**src/rtl/core/gcig_pkg.sv**
```systemverilog
package gcig_pkg;

    // Field widths of the configuration registers and the results
    localparam int DIMS_W      = 2;
    localparam int CELLS_W     = 10;
    localparam int OFFSET_W    = 31;
    localparam int INDEX_W     = 32;
    localparam int NUM_CORNERS = 8;
    localparam int CFG_IDX_W   = 3;
    localparam int CFG_DATA_W  = 31;

    // Configuration register map
    typedef enum logic [CFG_IDX_W-1:0] {
        REG_DIMS       = 3'd0,
        REG_CELLS_DIM0 = 3'd1,
        REG_CELLS_DIM1 = 3'd2,
        REG_CELLS_DIM2 = 3'd3,
        REG_OFFSET     = 3'd4
    } t_cfg_reg;

    // Dimension count in use: zero acts as one, too large acts as the maximum
    function automatic logic [DIMS_W-1:0] eff_dims(input logic [DIMS_W-1:0] dims,
                                                   input int max_dims);
        logic [DIMS_W-1:0] n;
        n = dims;
        if (n == '0) begin
            n = DIMS_W'(1);
        end
        if (int'(n) > max_dims) begin
            n = DIMS_W'(max_dims);
        end
        return n;
    endfunction

endpackage

```
**src/rtl/core/gcig_walker.sv**
```systemverilog
module gcig_walker import gcig_pkg::*; #(
    parameter int MAX_DIMS        = 3,
    parameter int CELL_COUNT_BITS = 10
) (
    input  logic                       i_clk,
    input  logic                       i_rst_n,
    input  logic                       i_step,
    input  logic                       i_restart,
    input  logic [DIMS_W-1:0]          i_nd,
    input  logic [CELL_COUNT_BITS-1:0] i_cells [MAX_DIMS],
    output logic [CELL_COUNT_BITS-1:0] o_coord [MAX_DIMS],
    output logic                       o_last
);

    localparam int CW = CELL_COUNT_BITS;

    logic [CW-1:0] r_coord [MAX_DIMS];
    logic [CW-1:0] n_coord [MAX_DIMS];
    logic [CW:0]   w_inc   [MAX_DIMS];

    // Current cell (after rewind) and the carry chain of the advance
    always_comb begin
        logic carry;
        carry = 1'b1;
        for (int d = 0; d < MAX_DIMS; d++) begin
            if (i_restart || (DIMS_W'(d) >= i_nd)) begin
                o_coord[d] = '0;
            end else begin
                o_coord[d] = r_coord[d];
            end
        end
        for (int d = 0; d < MAX_DIMS; d++) begin
            w_inc[d]   = {1'b0, o_coord[d]} + (CW+1)'(1);
            n_coord[d] = o_coord[d];
            if ((DIMS_W'(d) < i_nd) && carry) begin
                if (w_inc[d] >= {1'b0, i_cells[d]}) begin
                    n_coord[d] = '0;
                end else begin
                    n_coord[d] = w_inc[d][CW-1:0];
                    carry      = 1'b0;
                end
            end
        end
        o_last = carry;
    end

    // Coordinate state moves on every transfer
    always_ff @(posedge i_clk) begin
        if (!i_rst_n) begin
            for (int d = 0; d < MAX_DIMS; d++) begin
                r_coord[d] <= '0;
            end
        end else if (i_step) begin
            r_coord <= n_coord;
        end
    end

endmodule

```
**src/rtl/core/grid_cell_corner_index_generator_unit.sv**
```systemverilog
// An input transfer passes through the capture, stride-product and base-sum registers into the output register.
// Throughput: one cell per cycle while the output is not stalled; the walk counter and four pipeline stages
// (capture, stride products, base sum, corner adds) each take a new item every cycle unless held by a stall.
// Reset (synchronous, active low) clears the walk to cell zero, empties the pipeline
// and loads dims 3, all cell counts 1 and vertex offset 0.
// Strides are registered from the configuration registers, and corner offsets are registered from the strides.
module grid_cell_corner_index_generator_unit import gcig_pkg::*; #(
    parameter int MAX_DIMS        = 3,
    parameter int CELL_COUNT_BITS = 10
) (
    input  logic                  i_clk,
    input  logic                  i_rst_n,
    // configuration write port
    input  logic                  i_cfg_we,
    input  logic [CFG_IDX_W-1:0]  i_cfg_idx,
    input  logic [CFG_DATA_W-1:0] i_cfg_data,
    // input channel
    input  logic                  i_in_valid,
    output logic                  o_in_stall,
    input  logic                  i_restart,
    // output channel
    output logic                  o_out_valid,
    input  logic                  i_out_stall,
    output logic [INDEX_W-1:0]    o_corner0,
    output logic [INDEX_W-1:0]    o_corner1,
    output logic [INDEX_W-1:0]    o_corner2,
    output logic [INDEX_W-1:0]    o_corner3,
    output logic [INDEX_W-1:0]    o_corner4,
    output logic [INDEX_W-1:0]    o_corner5,
    output logic [INDEX_W-1:0]    o_corner6,
    output logic [INDEX_W-1:0]    o_corner7,
    output logic                  o_last_cell
);

    localparam int CW       = CELL_COUNT_BITS;
    localparam int STRIDE_W = CW * (MAX_DIMS - 1) + 1;
    localparam int DELTA_W  = STRIDE_W + 2;
    localparam int PROD_W   = STRIDE_W + CW;

    // Configuration registers
    logic [DIMS_W-1:0]   r_dims;
    logic [CELLS_W-1:0]  r_cells [3];
    logic [OFFSET_W-1:0] r_offset;

    // Derived geometry
    logic [CW-1:0]       w_ec     [MAX_DIMS];
    logic [DIMS_W-1:0]   w_nd;
    logic [STRIDE_W-1:0] n_stride [MAX_DIMS];
    logic [STRIDE_W-1:0] r_stride [MAX_DIMS];
    logic [DELTA_W-1:0]  n_delta  [NUM_CORNERS];
    logic [DELTA_W-1:0]  r_delta  [NUM_CORNERS];
    logic [DIMS_W-1:0]   r_nd_s;
    logic [DIMS_W-1:0]   r_nd_d;

    // Pipeline
    logic                w_s1_rdy, w_s2_rdy, w_s3_rdy, w_s4_rdy, w_in_xfer;
    logic                r_s1_v, r_s2_v, r_s3_v, r_s4_v;
    logic [CW-1:0]       w_coord  [MAX_DIMS];
    logic                w_last;
    logic [CW-1:0]       r_s1_coord [MAX_DIMS];
    logic                r_s1_last;
    logic [PROD_W-1:0]   r_s2_prod  [MAX_DIMS];
    logic                r_s2_last;
    logic [INDEX_W-1:0]  n_base;
    logic [INDEX_W-1:0]  r_s3_base;
    logic                r_s3_last;
    logic [INDEX_W-1:0]  n_corner [NUM_CORNERS];
    logic [INDEX_W-1:0]  r_corner [NUM_CORNERS];
    logic                r_last;

    // Configuration writes; unknown indexes are ignored
    always_ff @(posedge i_clk) begin
        if (!i_rst_n) begin
            r_dims     <= DIMS_W'(3);
            r_cells[0] <= CELLS_W'(1);
            r_cells[1] <= CELLS_W'(1);
            r_cells[2] <= CELLS_W'(1);
            r_offset   <= '0;
        end else if (i_cfg_we) begin
            case (t_cfg_reg'(i_cfg_idx))
                REG_DIMS:       r_dims     <= i_cfg_data[DIMS_W-1:0];
                REG_CELLS_DIM0: r_cells[0] <= i_cfg_data[CELLS_W-1:0];
                REG_CELLS_DIM1: r_cells[1] <= i_cfg_data[CELLS_W-1:0];
                REG_CELLS_DIM2: r_cells[2] <= i_cfg_data[CELLS_W-1:0];
                REG_OFFSET:     r_offset   <= i_cfg_data[OFFSET_W-1:0];
                default: ;
            endcase
        end
    end

    // Effective counts: low bits only, zero acts as one
    always_comb begin
        for (int d = 0; d < MAX_DIMS; d++) begin
            w_ec[d] = r_cells[d][CW-1:0];
            if (w_ec[d] == '0) begin
                w_ec[d] = CW'(1);
            end
        end
    end

    assign w_nd = eff_dims(r_dims, MAX_DIMS);

    // Strides: product of (cells + 1) over the lower dimensions
    always_comb begin
        n_stride[0] = STRIDE_W'(1);
        for (int d = 1; d < MAX_DIMS; d++) begin
            n_stride[d] = STRIDE_W'(n_stride[d-1] * ((CW+1)'(w_ec[d-1]) + (CW+1)'(1)));
        end
    end

    // Corner offsets from the base vertex
    always_comb begin
        for (int j = 0; j < NUM_CORNERS; j++) begin
            n_delta[j] = '0;
            for (int d = 0; d < MAX_DIMS; d++) begin
                if (((j >> d) & 1) == 1) begin
                    n_delta[j] = n_delta[j] + DELTA_W'(r_stride[d]);
                end
            end
        end
    end

    always_ff @(posedge i_clk) begin
        r_stride <= n_stride;
        r_nd_s   <= w_nd;
        r_delta  <= n_delta;
        r_nd_d   <= r_nd_s;
    end

    // Walk counter
    gcig_walker #(
        .MAX_DIMS        (MAX_DIMS),
        .CELL_COUNT_BITS (CELL_COUNT_BITS)
    ) u_walker (
        .i_clk     (i_clk),
        .i_rst_n   (i_rst_n),
        .i_step    (w_in_xfer),
        .i_restart (i_restart),
        .i_nd      (w_nd),
        .i_cells   (w_ec),
        .o_coord   (w_coord),
        .o_last    (w_last)
    );

    // Stage flow control
    assign w_s4_rdy   = !r_s4_v || !i_out_stall;
    assign w_s3_rdy   = !r_s3_v || w_s4_rdy;
    assign w_s2_rdy   = !r_s2_v || w_s3_rdy;
    assign w_s1_rdy   = !r_s1_v || w_s2_rdy;
    assign o_in_stall = !w_s1_rdy;
    assign w_in_xfer  = i_in_valid && w_s1_rdy;

    always_ff @(posedge i_clk) begin
        if (!i_rst_n) begin
            r_s1_v <= 1'b0;
            r_s2_v <= 1'b0;
            r_s3_v <= 1'b0;
            r_s4_v <= 1'b0;
        end else begin
            if (w_s1_rdy) begin
                r_s1_v <= i_in_valid;
            end
            if (w_s2_rdy) begin
                r_s2_v <= r_s1_v;
            end
            if (w_s3_rdy) begin
                r_s3_v <= r_s2_v;
            end
            if (w_s4_rdy) begin
                r_s4_v <= r_s3_v;
            end
        end
    end

    // Base vertex index of the cell
    always_comb begin
        n_base = INDEX_W'(r_offset);
        for (int d = 0; d < MAX_DIMS; d++) begin
            n_base = n_base + INDEX_W'(r_s2_prod[d]);
        end
    end

    // Corner indexes; corners from 2^dims upward read zero
    always_comb begin
        for (int j = 0; j < NUM_CORNERS; j++) begin
            if ((4'(j) >> r_nd_d) == 4'd0) begin
                n_corner[j] = r_s3_base + INDEX_W'(r_delta[j]);
            end else begin
                n_corner[j] = '0;
            end
        end
    end

    // Stage payloads
    always_ff @(posedge i_clk) begin
        if (w_in_xfer) begin
            r_s1_coord <= w_coord;
            r_s1_last  <= w_last;
        end
        if (w_s2_rdy && r_s1_v) begin
            for (int d = 0; d < MAX_DIMS; d++) begin
                r_s2_prod[d] <= PROD_W'(r_stride[d]) * PROD_W'(r_s1_coord[d]);
            end
            r_s2_last <= r_s1_last;
        end
        if (w_s3_rdy && r_s2_v) begin
            r_s3_base <= n_base;
            r_s3_last <= r_s2_last;
        end
        if (w_s4_rdy && r_s3_v) begin
            r_corner <= n_corner;
            r_last   <= r_s3_last;
        end
    end

    assign o_out_valid = r_s4_v;
    assign o_corner0   = r_corner[0];
    assign o_corner1   = r_corner[1];
    assign o_corner2   = r_corner[2];
    assign o_corner3   = r_corner[3];
    assign o_corner4   = r_corner[4];
    assign o_corner5   = r_corner[5];
    assign o_corner6   = r_corner[6];
    assign o_corner7   = r_corner[7];
    assign o_last_cell = r_last;

    // Input stalls only when every stage holds an item and the output is blocked
    a_stall_full: assert property (@(posedge i_clk) disable iff (!i_rst_n)
        o_in_stall |-> (r_s1_v && r_s2_v && r_s3_v && r_s4_v && i_out_stall))
        else $error("input stalled with room in the pipeline");

    // Corner one always sits one vertex above corner zero along dimension zero
    a_corner1_step: assert property (@(posedge i_clk) disable iff (!i_rst_n)
        o_out_valid |-> (o_corner1 == o_corner0 + 32'd1))
        else $error("corner one is not corner zero plus one");

    // An item in the base stage moves into an empty output register
    a_s4_fill: assert property (@(posedge i_clk) disable iff (!i_rst_n)
        (r_s3_v && !r_s4_v) |=> r_s4_v)
        else $error("item lost between base stage and output register");

endmodule
```
**config.mk**
```make
export PLATFORM = sky130hd
export DESIGN_NAME = grid_cell_corner_index_generator_unit
export DESIGN_NICKNAME = d
export VERILOG_FILES = /design/src/rtl/core/gcig_pkg.sv /design/src/rtl/core/gcig_walker.sv /design/src/rtl/core/grid_cell_corner_index_generator_unit.sv
export SDC_FILE = /design/constraint.sdc
export NUM_CORES = 2
export LEC_CHECK = 0
export ABC_AREA = 1
export BUFFER_PORTS_ARGS = -buffer_cell sky130_fd_sc_hd__buf_2
export CAP_MARGIN = 0
export CORE_ASPECT_RATIO = 0.5
export CORE_UTILIZATION = 63
export CTS_CLUSTER_DIAMETER = 60
export DETAILED_ROUTE_END_ITERATION = 8
export HOLD_SLACK_MARGIN = 0.02
export PLACE_DENSITY = 0.82
export SLEW_MARGIN = 20
export SYNTH_ARGS = -nofsm -noshare
export SYNTH_HDL_FRONTEND = slang
export SYNTH_SLANG_ARGS = --single-unit
```
**constraint.sdc**
```tcl
create_clock -name i_clk -period 47.4 [get_ports i_clk]
set_clock_uncertainty 0.05 [all_clocks]
set_input_delay 9.48 -clock i_clk [delete_from_list [all_inputs] [get_ports i_clk]]
set_output_delay 9.48 -clock i_clk [all_outputs]
set_load 0.01 [all_outputs]
```
==> reports/results.tsv <==
stage	metric	value	unit
critical_path	crit_slowest_cell	nor2_1	
clocking	tritoncts	yes	
final_layout	layout.cells.non_filler	6771	
critical_path	path_cells	buf_2, nand2_1, nor2_1, inv_1, nor2_1, inv_1, nor2_1, buf_2	
timing	slew_headroom	0.2528	
drt	vias	39140	
timing	fin_tns_setup	0	ns
floorplanning	die_width	389.6	um
global_routing	antenna_found_initial	8	
timing	rsz0062_at_grt	false	
power_and_ir_drop	total_power	4010	uW
synth	syn_area	47330	um^2
floorplanning	pin_count	299	
synth	yosysTopAreaCellShare	0.2627	
worst_hold_path	hp-class	reg -> reg	
critical_path	critPathKind	in -> out	
power_and_ir_drop	ir_drop	104.2	uV
floorplanning	core.rowCount	70	
floorplanning	dieArea	76290	um^2
drt	routedWlPerCell	20.23	um
timing	period_share	0.4252	
synth	synth.avg_cell_area	8.700	um^2
timing	max_clock_freq	49.61	MHz
synth	yosysSeqAreaShare	0.3528	
critical_path	crit_required	37.87	ns
clocking	numCtsBuffers	58	
clocking	htree_levels	2	
final_layout	syn_to_final_growth	9.525	%
floorplanning	die_y	195.8	um
final_layout	utilization	0.7038	
global_routing	grt_pass1_wl	212400	um
final_layout	fillers	5768	
power_and_ir_drop	power_density	77.36	nW/um^2
clocking	cts_resized	0	
global_routing	first_global_vias	38570	
global_routing	grt_max_degree	96	
floorplanning	start_util	0.6426	
drt	post_drt_via_cell_ratio	5.781	
outcome	status	finished clean	
timing	tightest_slew	1.118	ns
critical_path	critPathArrivalTime	10.63	ns
synth	synth_cell_types	59	
critical_path	cp_top_family	simple AND/OR/NAND/NOR gates	
synth	synth_edf_count	414	
final_layout	final_nets	6500	
critical_path	crit_top_cell	nor2_1	
synth	synth_seq_cells	627	
synth	yosysWarningCount	0	
placement	dpl_cell_area	49940	um^2
drt	drc	0	
final_layout	multi_input_comb_area	26890	um^2
timing	setup_viol_count_final	0	
final_layout	largest_reg_flops	110	
global_routing	grt_overflow_total	0	
floorplanning	coreArea	73660	um^2
placement	place.gp.congestion	1.005	
synth	synthCells	5440	
synth	ys_async_sr_fraction	0	
clocking	cts.sinks	627	
clocking	clock-root-buffer	clkbuf_16	
final_layout	most-common-layout-cells	nand2_1 (1105), inv_1 (850), nor2_1 (472), a21oi_1 (440), edfxtp_1 (414)	
final_layout	top_register	r_delta	
global_routing	grt_use_total	0.3607	
synth	synth_fp_nets	6227	
timing	drv_slew	0	
critical_path	crit_path_end_kind	output port	
critical_path	max_stage_delay	0.27	ns
clocking	cts_setup_buffers	0	
critical_path	critPathLaunchType	input port	
final_layout	fin_area	51840	um^2
clocking	cts_buffer_depth	3	
timing	min_period	20.16	ns
clocking	worstSkewPairLatency	0.67	ns
drt	routed_wl	137000	um
placement	hpwl	105100	um
placement	port_buffers	298	
critical_path	cp_max_fo	3	
final_layout	regArea	16700	um^2
final_layout	drive_above_1_share	0.09009	
placement	place_inst	6661	
clocking	cts.clk_slew.worst_paths	0.07	ns
synth	ys.flop_type	edfxtp_1	
final_layout	reg.largest.list	r_delta x110, r_s2_prod x62	
drt	antenna_left	0	
synth	yosysTopAreaCell	edfxtp_1	
power_and_ir_drop	leakagePower	0.02521	uW
final_layout	final_common_cell	nand2_1	
critical_path	worst-path-buf-inv	4	
timing	final_hold_viol_count	0	
drt	drt_iter0_markers	3624	
drt	drtPass1Iterations	6	
synth	synth.area.top_cells	edfxtp_1 (26%), fa_1 (14%), ha_1 (11%)	
flow_run	maxCapViolCount	0	
clocking	postCtsHoldBufs	0	
routing by layer:
metal	share of wire	wire length [um]	up-vias	track usage
met1	0.40	55350	18540	0.4847
met3	0.099	13500	369	0.06708
met5	0	0	-	0
met2	0.45	61840	1924	0.5739
met4	0.046	6301	0	0.1597
li1	-	-	18310	-
cells by family (layout without fill, tap and decap cells):
kind of cell	Yosys count	in the layout	share of synthesized area
adders and majority gates	747	747	0.2512
buffers and inverters	1002	1323	0.08029
and+or+nand+nor	1958	1958	0.1757
xor gates and xnor gates	183	183	0.03386
AOI/OAI and AO/OA	923	923	0.1062
DFF	627	627	0.3528
other	0	2	0
area by class of cell:
cell class / instances / share of cell area
Multi-Input combinational cell: 3811 / 0.5187
Inverter: 876 / 0.06348
Sequential cell: 627 / 0.3221
Clock buffer: 66 / 0.02947
Antenna cell: 2 / 0.00009655
Tap cell: 1008 / 0.02433
Timing Repair Buffer: 339 / 0.03471
Clock inverter: 42 / 0.007120
worst register-to-register path: cells and delay by family (launching register included):
kind | cells | cell delay (ns)
AOI/OAI and AO/OA | 1 | 0.33
xor gates and xnor gates | 1 | 0.16
adders and majority gates | 6 | 2.66
and+or+nand+nor | 17 | 1.98
buffers and inverters | 5 | 0.58
DFF | 1 | 0.39
Yosys cell counts, drive strengths merged, types with 81 or more instances:
cell type  instances
xor2             126
ha               408
nand2           1117
nor3              81
inv              866
o21ai            310
nor2             504
fa               339
clkbuf           110
dfxtp            213
a21oi            443
nand3            162
edfxtp           414
worst paths after layout:
path	from	to	slack (ns)	cells past startpoint
worst max-delay path	i_out_stall	o_in_stall	27.24	8
worst min-delay path	r_s1_coord[23]	r_s2_prod[0][3]	0.37	0
worst max register to register	r_cells[0][0]	r_stride[18]	41.17	30
worst min register to register	r_s1_coord[23]	r_s2_prod[0][3]	0.37	0
stage by stage:
| stage | hold WS [ns] | setup WS, ns |
|---|---|---|
| after floorplan | 0.2596 | 24.58 |
| after global placement | 0.3518 | 27.26 |
| after detailed placement | 0.3545 | 27.28 |
| after CTS | 0.3671 | 27.23 |
| after global routing | 0.3674 | 27.10 |
| final | 0.3671 | 27.24 |
power breakdown:
group	internal (uW)	switching (uW)
clock network	255	225
logic	918	1710
registers	790	112
No activity file was read; power rests on OpenSTA's default activity.
